==> src/rtl/upd_pkg.sv <==
// ----------------------------------------------------------------------------
// upd_pkg
// Types, character codes and helper functions shared by the percent decoder.
// ----------------------------------------------------------------------------
package upd_pkg;

	localparam logic [7:0] CH_PERCENT = 8'h25;
	localparam logic [7:0] CH_PLUS    = 8'h2B;
	localparam logic [7:0] CH_SPACE   = 8'h20;
	localparam logic [3:0] HEX_TEN    = 4'd10;

	// command queue geometry
	localparam int QDEPTH = 4;
	localparam int QAW    = $clog2(QDEPTH);

	typedef struct packed {
		logic [7:0] in_byte;
		logic       in_last;
	} in_t;

	typedef struct packed {
		logic [7:0] out_byte;
		logic       out_run_end;
		logic       out_stream_end;
	} out_t;

	// escape tracking; the unused code behaves as idle
	typedef enum logic [1:0] {
		ESC_IDLE  = 2'd0,
		ESC_PCT   = 2'd1,
		ESC_DIGIT = 2'd2
	} esc_phase_t;

	// one queued command: up to three result bytes for one input item
	typedef struct packed {
		logic [1:0]      count;
		logic [2:0][7:0] bytes;
		logic            last;
	} cmd_t;

	typedef struct packed {
		logic nonempty;
		logic full;
	} q_stat_t;

	typedef struct packed {
		esc_phase_t phase;
	} front_stat_t;

	function automatic logic is_hex(input logic [7:0] c);
		return (c >= 8'h30 && c <= 8'h39) || (c >= 8'h41 && c <= 8'h46) ||
			(c >= 8'h61 && c <= 8'h66);
	endfunction

	function automatic logic [3:0] hex_val(input logic [7:0] c);
		logic [7:0] v;
		v = 8'h00;
		if (c >= 8'h30 && c <= 8'h39) begin
			v = c - 8'h30;
		end else if (c >= 8'h41 && c <= 8'h46) begin
			v = c - 8'h41 + {4'h0, HEX_TEN};
		end else if (c >= 8'h61 && c <= 8'h66) begin
			v = c - 8'h61 + {4'h0, HEX_TEN};
		end
		return v[3:0];
	endfunction

endpackage

==> src/rtl/upd_front.sv <==
// ----------------------------------------------------------------------------
// upd_front
// Accepts input items, tracks the escape state and builds one command of
// zero to three result bytes per item.
// ----------------------------------------------------------------------------
module upd_front import upd_pkg::*; (
	input  logic        clk,
	input  logic        arst_n,
	input  logic        acc,
	input  in_t         in_data,
	output logic        push,
	output cmd_t        cmd,
	output front_stat_t stat
);

	esc_phase_t phase_q, phase_d;
	logic [7:0] held_q, held_d;

	logic [7:0] b;
	logic       last;
	logic       hex;

	assign b    = in_data.in_byte;
	assign last = in_data.in_last;
	assign hex  = is_hex(b);

	// next state
	always_comb begin
		phase_d = ESC_IDLE;
		held_d  = held_q;
		unique case (phase_q)
			ESC_PCT: begin
				if (hex && !last) begin
					phase_d = ESC_DIGIT;
					held_d  = b;
				end else if (!hex && b == CH_PERCENT && !last) begin
					phase_d = ESC_PCT;
				end
			end
			ESC_DIGIT: begin
				held_d = 8'h00;
				if (!hex && b == CH_PERCENT && !last) begin
					phase_d = ESC_PCT;
				end
			end
			default: begin
				if (b == CH_PERCENT && !last) begin
					phase_d = ESC_PCT;
				end
			end
		endcase
		if (last) begin
			held_d = 8'h00;
		end
	end

	// command build
	always_comb begin
		logic fresh;
		fresh      = 1'b0;
		cmd.count  = 2'd0;
		cmd.bytes  = '0;
		cmd.last   = last;
		unique case (phase_q)
			ESC_PCT: begin
				if (hex) begin
					if (last) begin
						cmd.bytes[0] = CH_PERCENT;
						cmd.bytes[1] = b;
						cmd.count    = 2'd2;
					end
				end else begin
					cmd.bytes[0] = CH_PERCENT;
					cmd.count    = 2'd1;
					fresh        = 1'b1;
				end
			end
			ESC_DIGIT: begin
				if (hex) begin
					cmd.bytes[0] = {hex_val(held_q), hex_val(b)};
					cmd.count    = 2'd1;
				end else begin
					cmd.bytes[0] = CH_PERCENT;
					cmd.bytes[1] = held_q;
					cmd.count    = 2'd2;
					fresh        = 1'b1;
				end
			end
			default: begin
				fresh = 1'b1;
			end
		endcase
		if (fresh) begin
			if (b == CH_PERCENT) begin
				if (last) begin
					cmd.bytes[cmd.count] = CH_PERCENT;
					cmd.count            = cmd.count + 2'd1;
				end
			end else begin
				cmd.bytes[cmd.count] = (b == CH_PLUS) ? CH_SPACE : b;
				cmd.count            = cmd.count + 2'd1;
			end
		end
	end

	assign push       = acc && (cmd.count != 2'd0);
	assign stat.phase = phase_q;

	always_ff @(posedge clk or negedge arst_n) begin
		if (!arst_n) begin
			phase_q <= ESC_IDLE;
			held_q  <= 8'h00;
		end else if (acc) begin
			phase_q <= phase_d;
			held_q  <= held_d;
		end
	end

endmodule

==> src/rtl/upd_queue.sv <==
// ----------------------------------------------------------------------------
// upd_queue
// Short command queue between front and back, flop based.
// ----------------------------------------------------------------------------
module upd_queue import upd_pkg::*; (
	input  logic    clk,
	input  logic    arst_n,
	input  logic    push,
	input  cmd_t    wr_cmd,
	input  logic    pop,
	output cmd_t    head,
	output q_stat_t stat
);

	cmd_t           mem_q [QDEPTH];
	logic [QAW-1:0] wr_ptr_q;
	logic [QAW-1:0] rd_ptr_q;
	logic [QAW:0]   count_q;

	assign head          = mem_q[rd_ptr_q];
	assign stat.nonempty = (count_q != '0);
	assign stat.full     = (count_q == (QAW+1)'(QDEPTH));

	always_ff @(posedge clk) begin
		if (push) begin
			mem_q[wr_ptr_q] <= wr_cmd;
		end
	end

	always_ff @(posedge clk or negedge arst_n) begin
		if (!arst_n) begin
			wr_ptr_q <= '0;
			rd_ptr_q <= '0;
			count_q  <= '0;
		end else begin
			if (push) begin
				wr_ptr_q <= wr_ptr_q + QAW'(1);
			end
			if (pop) begin
				rd_ptr_q <= rd_ptr_q + QAW'(1);
			end
			unique case ({push, pop})
				2'b10:   count_q <= count_q + (QAW+1)'(1);
				2'b01:   count_q <= count_q - (QAW+1)'(1);
				default: count_q <= count_q;
			endcase
		end
	end

endmodule

==> src/rtl/upd_back.sv <==
// ----------------------------------------------------------------------------
// upd_back
// Walks the head command one byte per cycle, while the output is not stalled, into the output register.
// ----------------------------------------------------------------------------
module upd_back import upd_pkg::*; (
	input  logic    clk,
	input  logic    arst_n,
	input  cmd_t    head,
	input  q_stat_t q_stat,
	output logic    pop,
	output logic    out_valid,
	input  logic    out_ready,
	output out_t    out_data
);

	logic [1:0] idx_q;
	logic       valid_q;
	out_t       data_q;
	logic       load;
	logic       take;
	logic       run_end;

	assign load    = !valid_q || out_ready;
	assign take    = load && q_stat.nonempty;
	assign run_end = (idx_q == head.count - 2'd1);
	assign pop     = take && run_end;

	assign out_valid = valid_q;
	assign out_data  = data_q;

	always_ff @(posedge clk) begin
		if (take) begin
			data_q.out_byte       <= head.bytes[idx_q];
			data_q.out_run_end    <= run_end;
			data_q.out_stream_end <= run_end && head.last;
		end
	end

	always_ff @(posedge clk or negedge arst_n) begin
		if (!arst_n) begin
			valid_q <= 1'b0;
			idx_q   <= 2'd0;
		end else begin
			if (load) begin
				valid_q <= q_stat.nonempty;
			end
			if (take) begin
				idx_q <= run_end ? 2'd0 : idx_q + 2'd1;
			end
		end
	end

endmodule

==> src/rtl/url_percent_decoder.sv <==
// ----------------------------------------------------------------------------
// url_percent_decoder
// Streaming form-urlencoded decoder: %XY to byte, '+' to space, others pass.
// ----------------------------------------------------------------------------
//
//  channel | signals                          | item
//  --------+----------------------------------+--------------------------------
//  in      | in_valid, in_ready, in_data      | one encoded byte + end flag
//  out     | out_valid, out_ready, out_data   | one decoded byte + end flags
//
//  Input items are taken one per cycle while the command queue has room.
//  Each item yields 0..3 results; the back end emits one result per cycle
//  while the output is not stalled, via the command queue and output register.
//  The four-entry command queue plus the output register absorb bursts.
//  Reset clears the escape state, queue pointers and output valid.
//  A stalled output fills the queue, then drops in_ready.
//
module url_percent_decoder import upd_pkg::*; (
	input  logic clk,
	input  logic arst_n,
	input  logic in_valid,
	output logic in_ready,
	input  in_t  in_data,
	output logic out_valid,
	input  logic out_ready,
	output out_t out_data
);

	logic        acc;
	logic        push;
	logic        pop;
	cmd_t        cmd;
	cmd_t        head;
	q_stat_t     q_stat;
	front_stat_t f_stat;

	// ready only depends on registered queue fill
	assign in_ready = !q_stat.full;
	assign acc      = in_valid && in_ready;

	// front: escape tracking, at most one command per item
	upd_front u_front (
		.clk     (clk),
		.arst_n  (arst_n),
		.acc     (acc),
		.in_data (in_data),
		.push    (push),
		.cmd     (cmd),
		.stat    (f_stat)
	);

	// queue decouples front and back stalls
	upd_queue u_queue (
		.clk    (clk),
		.arst_n (arst_n),
		.push   (push),
		.wr_cmd (cmd),
		.pop    (pop),
		.head   (head),
		.stat   (q_stat)
	);

	// back: serialize command bytes into the output register
	upd_back u_back (
		.clk       (clk),
		.arst_n    (arst_n),
		.head      (head),
		.q_stat    (q_stat),
		.pop       (pop),
		.out_valid (out_valid),
		.out_ready (out_ready),
		.out_data  (out_data)
	);

	// end of string always leaves the escape tracker idle
	a_last_idle: assert property (@(posedge clk) disable iff (!arst_n)
		acc && in_data.in_last |=> f_stat.phase == ESC_IDLE)
		else $error("escape state not idle after end of string");

	// stream end only on the last result of an item
	a_end_flags: assert property (@(posedge clk) disable iff (!arst_n)
		out_valid |-> (!out_data.out_stream_end || out_data.out_run_end))
		else $error("stream end without run end");

	// a nonempty queue always has the output valid next cycle
	a_drain: assert property (@(posedge clk) disable iff (!arst_n)
		q_stat.nonempty |=> out_valid)
		else $error("queued command not presented");

endmodule
==> config.mk <==
export PLATFORM = sky130hd
export DESIGN_NAME = url_percent_decoder
export DESIGN_NICKNAME = d
export VERILOG_FILES = /design/src/rtl/upd_pkg.sv /design/src/rtl/upd_front.sv /design/src/rtl/upd_queue.sv /design/src/rtl/upd_back.sv /design/src/rtl/url_percent_decoder.sv
export SDC_FILE = /design/constraint.sdc
export NUM_CORES = 1
export LEC_CHECK = 0
export ABC_AREA = 1
export BUFFER_PORTS_ARGS = -buffer_cell sky130_fd_sc_hd__clkbuf_2
export CAP_MARGIN = 10
export CORE_MARGIN = 1
export CORE_UTILIZATION = 30
export CTS_CLUSTER_SIZE = 12
export DETAILED_ROUTE_END_ITERATION = 16
export MAX_ROUTING_LAYER = met4
export REMOVE_ABC_BUFFERS = 1
export SLEW_MARGIN = 15
export SYNTH_ARGS = -nofsm -noshare
export SYNTH_HDL_FRONTEND = slang
export SYNTH_SLANG_ARGS = --single-unit
export TNS_END_PERCENT = 50
==> constraint.sdc <==
create_clock -name clk -period 2.9 [get_ports clk]
set_input_delay 0.435 -clock clk [delete_from_list [all_inputs] [get_ports clk]]
set_output_delay 0.435 -clock clk [all_outputs]
set_load 0.1 [all_outputs]
# Word-level counts from Yosys, hierarchy flattened
# Memories as Yosys holds them, arrays and structs flattened.
# Cells that the tools add are included.
[op_classes] bitwise=3 reduce_logical=29 n_mul=0 mux=38 eq_ne=9 n_div=0 add_sub_neg=17 n_shift=0 magnitude_cmp=15
[op_table] operator="2-to-1 mux 26 bit" n=3
[op_table] operator="2-to-1 mux 8 bit" n=9
[op_table] operator=">= comparator 8 x 7 -> 1 bit (second input constant)" n=4
[op_table] operator="<= comparator 8 x 7 -> 1 bit (second input constant)" n=4
[op_table] operator="one-hot mux 16 bit (2 select lines)" n=1
[op_table] operator="bitwise mux 24 bit" n=1
[op_table] operator="2-to-1 mux 4 bit" n=6
[op_table] operator="subtractor 4 x 1 -> 4 bit (second input constant)" n=6
[op_table] operator="adder 4 bit (second input constant)" n=4
[op_table] operator="binary-select mux 8 bit (select 2 bit)" n=1
[op_table] operator="demux 8 bit (select 2 bit)" n=1
[op_table] operator="== test 8 x 6 -> 1 bit (second input constant)" n=2
[op_table] operator=">= comparator 8 x 6 -> 1 bit (second input constant)" n=2
[op_table] operator="<= comparator 8 x 6 -> 1 bit (second input constant)" n=2
[op_table] operator="logical AND 1 bit" n=16
[op_table] operator="2-to-1 mux 16 bit" n=1
[op_table] operator="one-hot mux 8 bit (2 select lines)" n=1
[op_table] operator="AND 10 x 15 -> 15 bit" n=1
[op_table] operator="inverter 15 bit" n=1
[op_table] operator="2-to-1 mux 2 bit" n=5
[op_table] operator="OR 6 x 9 -> 9 bit" n=1
[op_table] operator="adder 2 x 1 -> 2 bit (second input constant)" n=4
[op_table] operator="one-hot mux 2 bit (2 select lines)" n=2
[op_table] operator="less-than comparator 2 x 3 -> 1 bit (second input constant)" n=2
[op_table] operator="other kinds (17)" n=31
[word_totals] mem_bits_ro=0 word_cells=122 reg_bits=30 mem_bits_rw=108 memories=1 input_bits=13 latch_bits=0
[mem_list] name="u_queue.mem_q" depth=4 width=27 read_ports=1 rd_ports_with_merged_regs=0 wr=1 line_no="upd_queue.sv:15" rtl="cmd_t mem_q [QDEPTH];"

# Longest topological paths before layout
[logic_depth] depth_word=19 depth_mapped=23 depth_no_buf=23

# Modules after synthesis
# From an unflattened synthesis, not the netlist that was laid out.
[hier_totals] cells_unflattened=747 hier_area_um2=6976.7
[modules_own_cells] mod="upd_queue" instances=1 seq_area_each_um2=3418.3 cells_per_inst=416 area_each_um2=4769.6
[modules_own_cells] mod="upd_front" instances=1 seq_area_each_um2=250.2 cells_per_inst=249 area_each_um2=1480.2
[modules_own_cells] mod="upd_back" instances=1 seq_area_each_um2=375.4 cells_per_inst=79 area_each_um2=713.2
[modules_own_cells] mod="url_percent_decoder" instances=1 seq_area_each_um2=0.0 cells_per_inst=3 area_each_um2=13.8

# Least setup slack after synthesis
# Ideal clock, no wire load.
[synth_timing] path_type="input-to-reg" from="input in_data[1] in the netlist's numbering" to="register u_queue.count_q[2]" arrival_time_ns=3.129 required_time_ns=2.769 path_slack_ns=-0.360 cell_stages=21 cell_sequence="inv_1 -> ha_1 -> inv_1 -> nand2_1 -> a21oi_4 -> nor2_4 -> nand2_4 -> nand2_4 -> nand2_2 -> nand2_2 -> ha_1 -> or2_1 -> nand2_4 -> nand2_4 -> nand2_8 -> ha_1 -> inv_1 -> fa_1 -> a21oi_1 -> o21ai_0 -> xor2_1"
[synth_between] elab_chain_cells=14 word_cells_on_any_way=27 cone_classes="1 x add/sub; 6 x order compare; 3 x eq/ne; 9 x mux; 8 x reduce/logical"
[synth_lines] item="start, declared" line_no="url_percent_decoder.sv:23" rtl="input in_t in_data,"
[synth_lines] item=">= comparator 8 x 6 -> 1 bit, or another cell as far along" line_no="upd_pkg.sv:51" rtl="return (c >= 8'h30 && c <= 8'h39) || (c >= 8'h41 && c <= 8'h46) ||"
[synth_lines] item="logical AND 1 bit" line_no="upd_pkg.sv:51"
[synth_lines] item="logical OR 1 bit (2 in a row)" line_no="upd_pkg.sv:51"
[synth_lines] item="2-to-1 mux 2 bit (on tied branches)" line_no="upd_front.sv:79, upd_front.sv:66"
[synth_lines] item="one-hot mux 2 bit (2 select lines)" line_no="upd_front.sv:64" rtl="unique case (phase_q)"
[synth_lines] item="adder 2 x 1 -> 2 bit" line_no="upd_front.sv:97, upd_front.sv:101"
[synth_lines] item="2-to-1 mux 26 bit" line_no="upd_front.sv:95" rtl="if (last) begin"
[synth_lines] item="2-to-1 mux 26 bit" line_no="upd_front.sv:94" rtl="if (b == CH_PERCENT) begin"
[synth_lines] item="2-to-1 mux 26 bit (*)" line_no="upd_front.sv:93" rtl="if (fresh) begin"
[synth_lines] item="nonzero test 2 bit (*)" line_no="upd_front.sv:106" rtl="assign push = acc && (cmd.count != 2'd0);"
[synth_lines] item="logical AND 1 bit (*)" line_no="upd_front.sv:106"
[synth_lines] item="== test 2 x 1 -> 1 bit / == test 2 bit (equally long branches)" line_no="upd_queue.sv:42" rtl="unique case ({push, pop})"
[synth_lines] item="one-hot mux 3 bit (2 select lines) / nonzero test 2 bit (equally long branches)"
[synth_lines] item="end signal, assigned" line_no="upd_queue.sv:43" rtl="2'b10: count_q <= count_q + (QAW+1)'(1);"
[synth_lines] item="end signal, assigned" line_no="upd_queue.sv:44" rtl="2'b01: count_q <= count_q - (QAW+1)'(1);"
[synth_lines] item="end signal, assigned" line_no="upd_queue.sv:45" rtl="default: count_q <= count_q;"
[synth_lines] item="end, declared" line_no="upd_queue.sv:18" rtl="logic [QAW:0] count_q;"
# Every way passes the cells marked *; elsewhere a longest branch is shown, timed or not.
# A chain may end at the register's enable or synchronous reset.

# Final worst setup path
[layout_timing] from="input in_data[2] in the netlist's numbering" to="register u_queue.count_q[2]"
# Same word-level chain as after synthesis.

==> run summary <==
Min Tclk post-route: 2730 ps
Critical path fanouts, max: 4
Yosys warns: 0
Clock buffer depth: 2
CP startpoint: in_data[2]
F_max: 0.366 GHz
Min-delay worst type: input port to asynchronous set/reset pin
Register bit total from synthesis: 138
Row count: 53
Worst path top cell family by delay: simple AND/OR/NAND/NOR gates
Cell breakdown of the critical path: buf_2 > inv_4 > ha_4 > inv_2 > nand3_2 > nand2_1 > inv_2 > nand2_2 > nand2_4 > nand2_4 > nand2_4 > nand2_2 > inv_2 > ha_1 > or2_4 > nand2_4 > nand2_4 > nand2_8 > ha_2 > inv_2 > fa_2 > a21oi_2 > o21ai_1 > xor2_1
Fillers: 2053
Total gr overflow: 0
Peak VDD IR: 0.000393 V
Crit end category: register
Largest net degree at the start of global routing: 49
Crit Reg-Reg Startpoint: u_front.stat[0]$_DFFE_PN0P_
Post-Synthesis Cells: 606
Slowest stage cell on the critical path: fa_2
Post-synthesis sequential area ratio: 0.614
Vias/cell: 4.78
Max_cap viols: 0
Sw Ratio: 0.391
Final setup viols: 0
Area Overhead vs Synth: 23.2%
Initial core utilization: 0.309
Worst skew pair latency: 420 ps
Post-Route WL: 15300 µm
WL per Instance: 15.7 µm
Core outline area: 21300 µm²
Drt pass-1 iters: 5
Final Slew Violations: 0
CP startpoint kind: input port
Slew @ Worst Pin: 740 ps
Slew HR: 0.505
Initial antenna violation count: 1
CTS Root Cell: clkbuf_16
CTS tree: built
Clock sinks: 138
Max H-tree Level: 4
Final Cycle Share: 0.942
Final setup margin: 167 ps
Post-Synthesis Cell Area: 6590 µm²
Via count: 4662
DIE WIDTH: 150 µm
CP endpoint: u_queue.count_q[2]$_DFFE_PN0P_
Psw: 3.16 mW
Int Pwr: 4.91 mW
Crit path buffers/inverters: 6
Pwr/cell area: 994 nW/µm²
Die ar.: 22600 µm²
Post-synth top cells: 118 x edfxtp_1, 73 x nand2_1, 71 x nor2_1, 70 x o21ai_0, 61 x inv_1
Hold_ws: 2.15 ps
Vias in the first global route: 4668
Design area: 8120 µm²
Total Nets Final: 719
First-pass GRT wire length: 25000 µm
Combinational power share: 0.383
Arrival time at the worst endpoint: 3030 ps
R2R setup slack: 200 ps
Top-count cell post-synth: edfxtp_1
Final Hold Vio Count: 0
Top area cells in the synthesized netlist: edfxtp_1 54%, dfrtp_1 7.6%, o21ai_0 5.3%, nand2_1 4.2%, nor2_1 4.0%
Antenna Nets Post-Route: 0
RePlAce Congestion: 0.899
Synth Flop Type: edfxtp_1
CTS buffer count: 17
DRT iter0 DRCs: 345
Share of the synthesized area in the top cell type: 0.538
Syn Area/Cell: 10.9 µm²
Clock share of power: 0.262
DP Area: 7440 µm²
Gr usage total: 0.152
Port bufs: 24
Worst Clk Skew: 7.44 ps
Area leader, netlist: edfxtp_1
Critical path's largest stage delay: 360 ps
Post-DP HPWL: 10400 µm
Ratio of cells with drive above 1 in the final layout: 0.247
Pleak: 3.22 nW
Cell mode on critical path: nand2_4
Status: complete, no violations
Post-synth EDFFs: 118
Worst setup path class: input port to register
DRC: 0
Reg2reg end: u_queue.count_q[2]$_DFFE_PN0P_
Crit path depth: 24
Synth async-reset ratio: 0.145
IO Pins: 25
R2R depth: 16
Worst Path Required: 3200 ps
Clk slew on worst S/H paths: 60 ps
Synth unique cells: 40
Flop pwr share: 0.355
Dpl ws: -476 ps
Die Y: 150 µm
cell families (layout without fill, tap and decap cells):
group / count (synthesis) / after routing / share of synthesized area
AND/OR/NAND/NOR: 214 / 214 / 0.156
flip-flops: 138 / 138 / 0.614
AO/OA/AOI/OAI: 134 / 134 / 0.124
buffers and inverters: 92 / 186 / 0.0566
adder cells (fa/ha/maj): 19 / 19 / 0.0372
XOR/XNOR: 9 / 9 / 0.0120
other: 0 / 1 / 0
metrics by stage:
step,power (mW),utilization,setup TNS [ps],cells
final,8.07,0.381,0,976
after global routing,8.56,0.381,-8.97,976
after CTS,8.10,0.378,0,974
after detailed placement,5.98,0.350,-10540,942
after global placement,5.92,0.350,-5380,942
after floorplan,5.00,-,-33750,583
what timing repair did:
action	in CTS	in global routing
gates resized for setup	1	25
endpoints found under the hold margin	0	0
pin swaps	1	10
buffers inserted	0	1
hold buffers	0	0
endpoints found under the setup margin	1	1
sequential cells by signal (all words and copies together) (netlist names):
signal / count
u_queue.mem_q: 108
u_back.out_data: 10
u_front.held_q: 8
u_queue.count_q: 3
u_back.idx_q: 2
u_front.stat: 2
u_queue.rd_ptr_q: 2
u_queue.wr_ptr_q: 2
u_back.out_valid: 1
cell usage in the layout (no fill, tap or decap), types with 5 or more instances in the layout:
cell       count
a21oi_1        7
buf_4         57
clkbuf_16     19
clkbuf_2      22
dfrtp_1       20
edfxtp_1     118
ha_1          14
inv_1         56
inv_2         11
nand2_1       72
nand2_2       15
nand2_4        8
nand3_1       28
nor2_1        71
o211ai_1       5
o21ai_0       69
o221ai_1      12
o22ai_1       22
o31ai_1        7
xor2_1         8
per-layer routing:
layer / wire length (µm) / global-route usage / share of wire / up-vias
met5: 0 / - / 0 / -
met4: 300 / 0.0626 / 0.020 / 0
met3: 594 / 0.0321 / 0.039 / 18
met2: 7540 / 0.244 / 0.49 / 123
met1: 6890 / 0.187 / 0.45 / 2234
li1: - / - / - / 2287
area by class of cell:
type	count	area [µm²]	share of cell area
Clock inverter	10	88.8	0.0109
Multi-Input combinational cell	376	2230	0.275
Timing Repair Buffer	85	634	0.0782
Tap cell	275	344	0.0424
Inverter	69	264	0.0325
Sequential cell	138	4040	0.498
Antenna cell	1	2.50	0.000308
Clock buffer	22	507	0.0624
worst reg2reg max path: stages (launching register included):
cell	delay, ps
dfrtp_1	380
inv_1	80
ha_1	280
nand3_2	120
nand2_2	80
inv_2	40
ha_1	270
or2_4	240
nand2_4	70
nand2_4	70
nand2_8	60
ha_2	170
inv_2	40
fa_2	360
a21oi_2	110
o21ai_1	80
xor2_1	140
power by group through the flow:
stage	registers [mW]	logic (mW)	clock network (mW)
final	2.86	3.09	2.11
after global routing	2.91	3.42	2.24
after global placement	2.89	3.03	0
after floorplan	3.56	1.44	0
after CTS	2.87	3.09	2.15
after detailed placement	2.90	3.08	0
worst min-delay path by stage:
stage,start,to,slack (ps),cells after the start
global route,arst_n,u_queue.wr_ptr_q[1]$_DFFE_PN0P_,10,1
finish,arst_n,u_queue.count_q[0]$_DFFE_PN0P_,2,1
detailed placement,arst_n,u_queue.count_q[0]$_DFFE_PN0P_,450,1
global placement,arst_n,u_queue.count_q[2]$_DFFE_PN0P_,450,1
CTS,arst_n,u_queue.count_q[0]$_DFFE_PN0P_,1,1
floorplan,arst_n,u_back.idx_q[0]$_DFFE_PN0P_,140,0
Note: power is estimated with default switching activity, not from simulation.
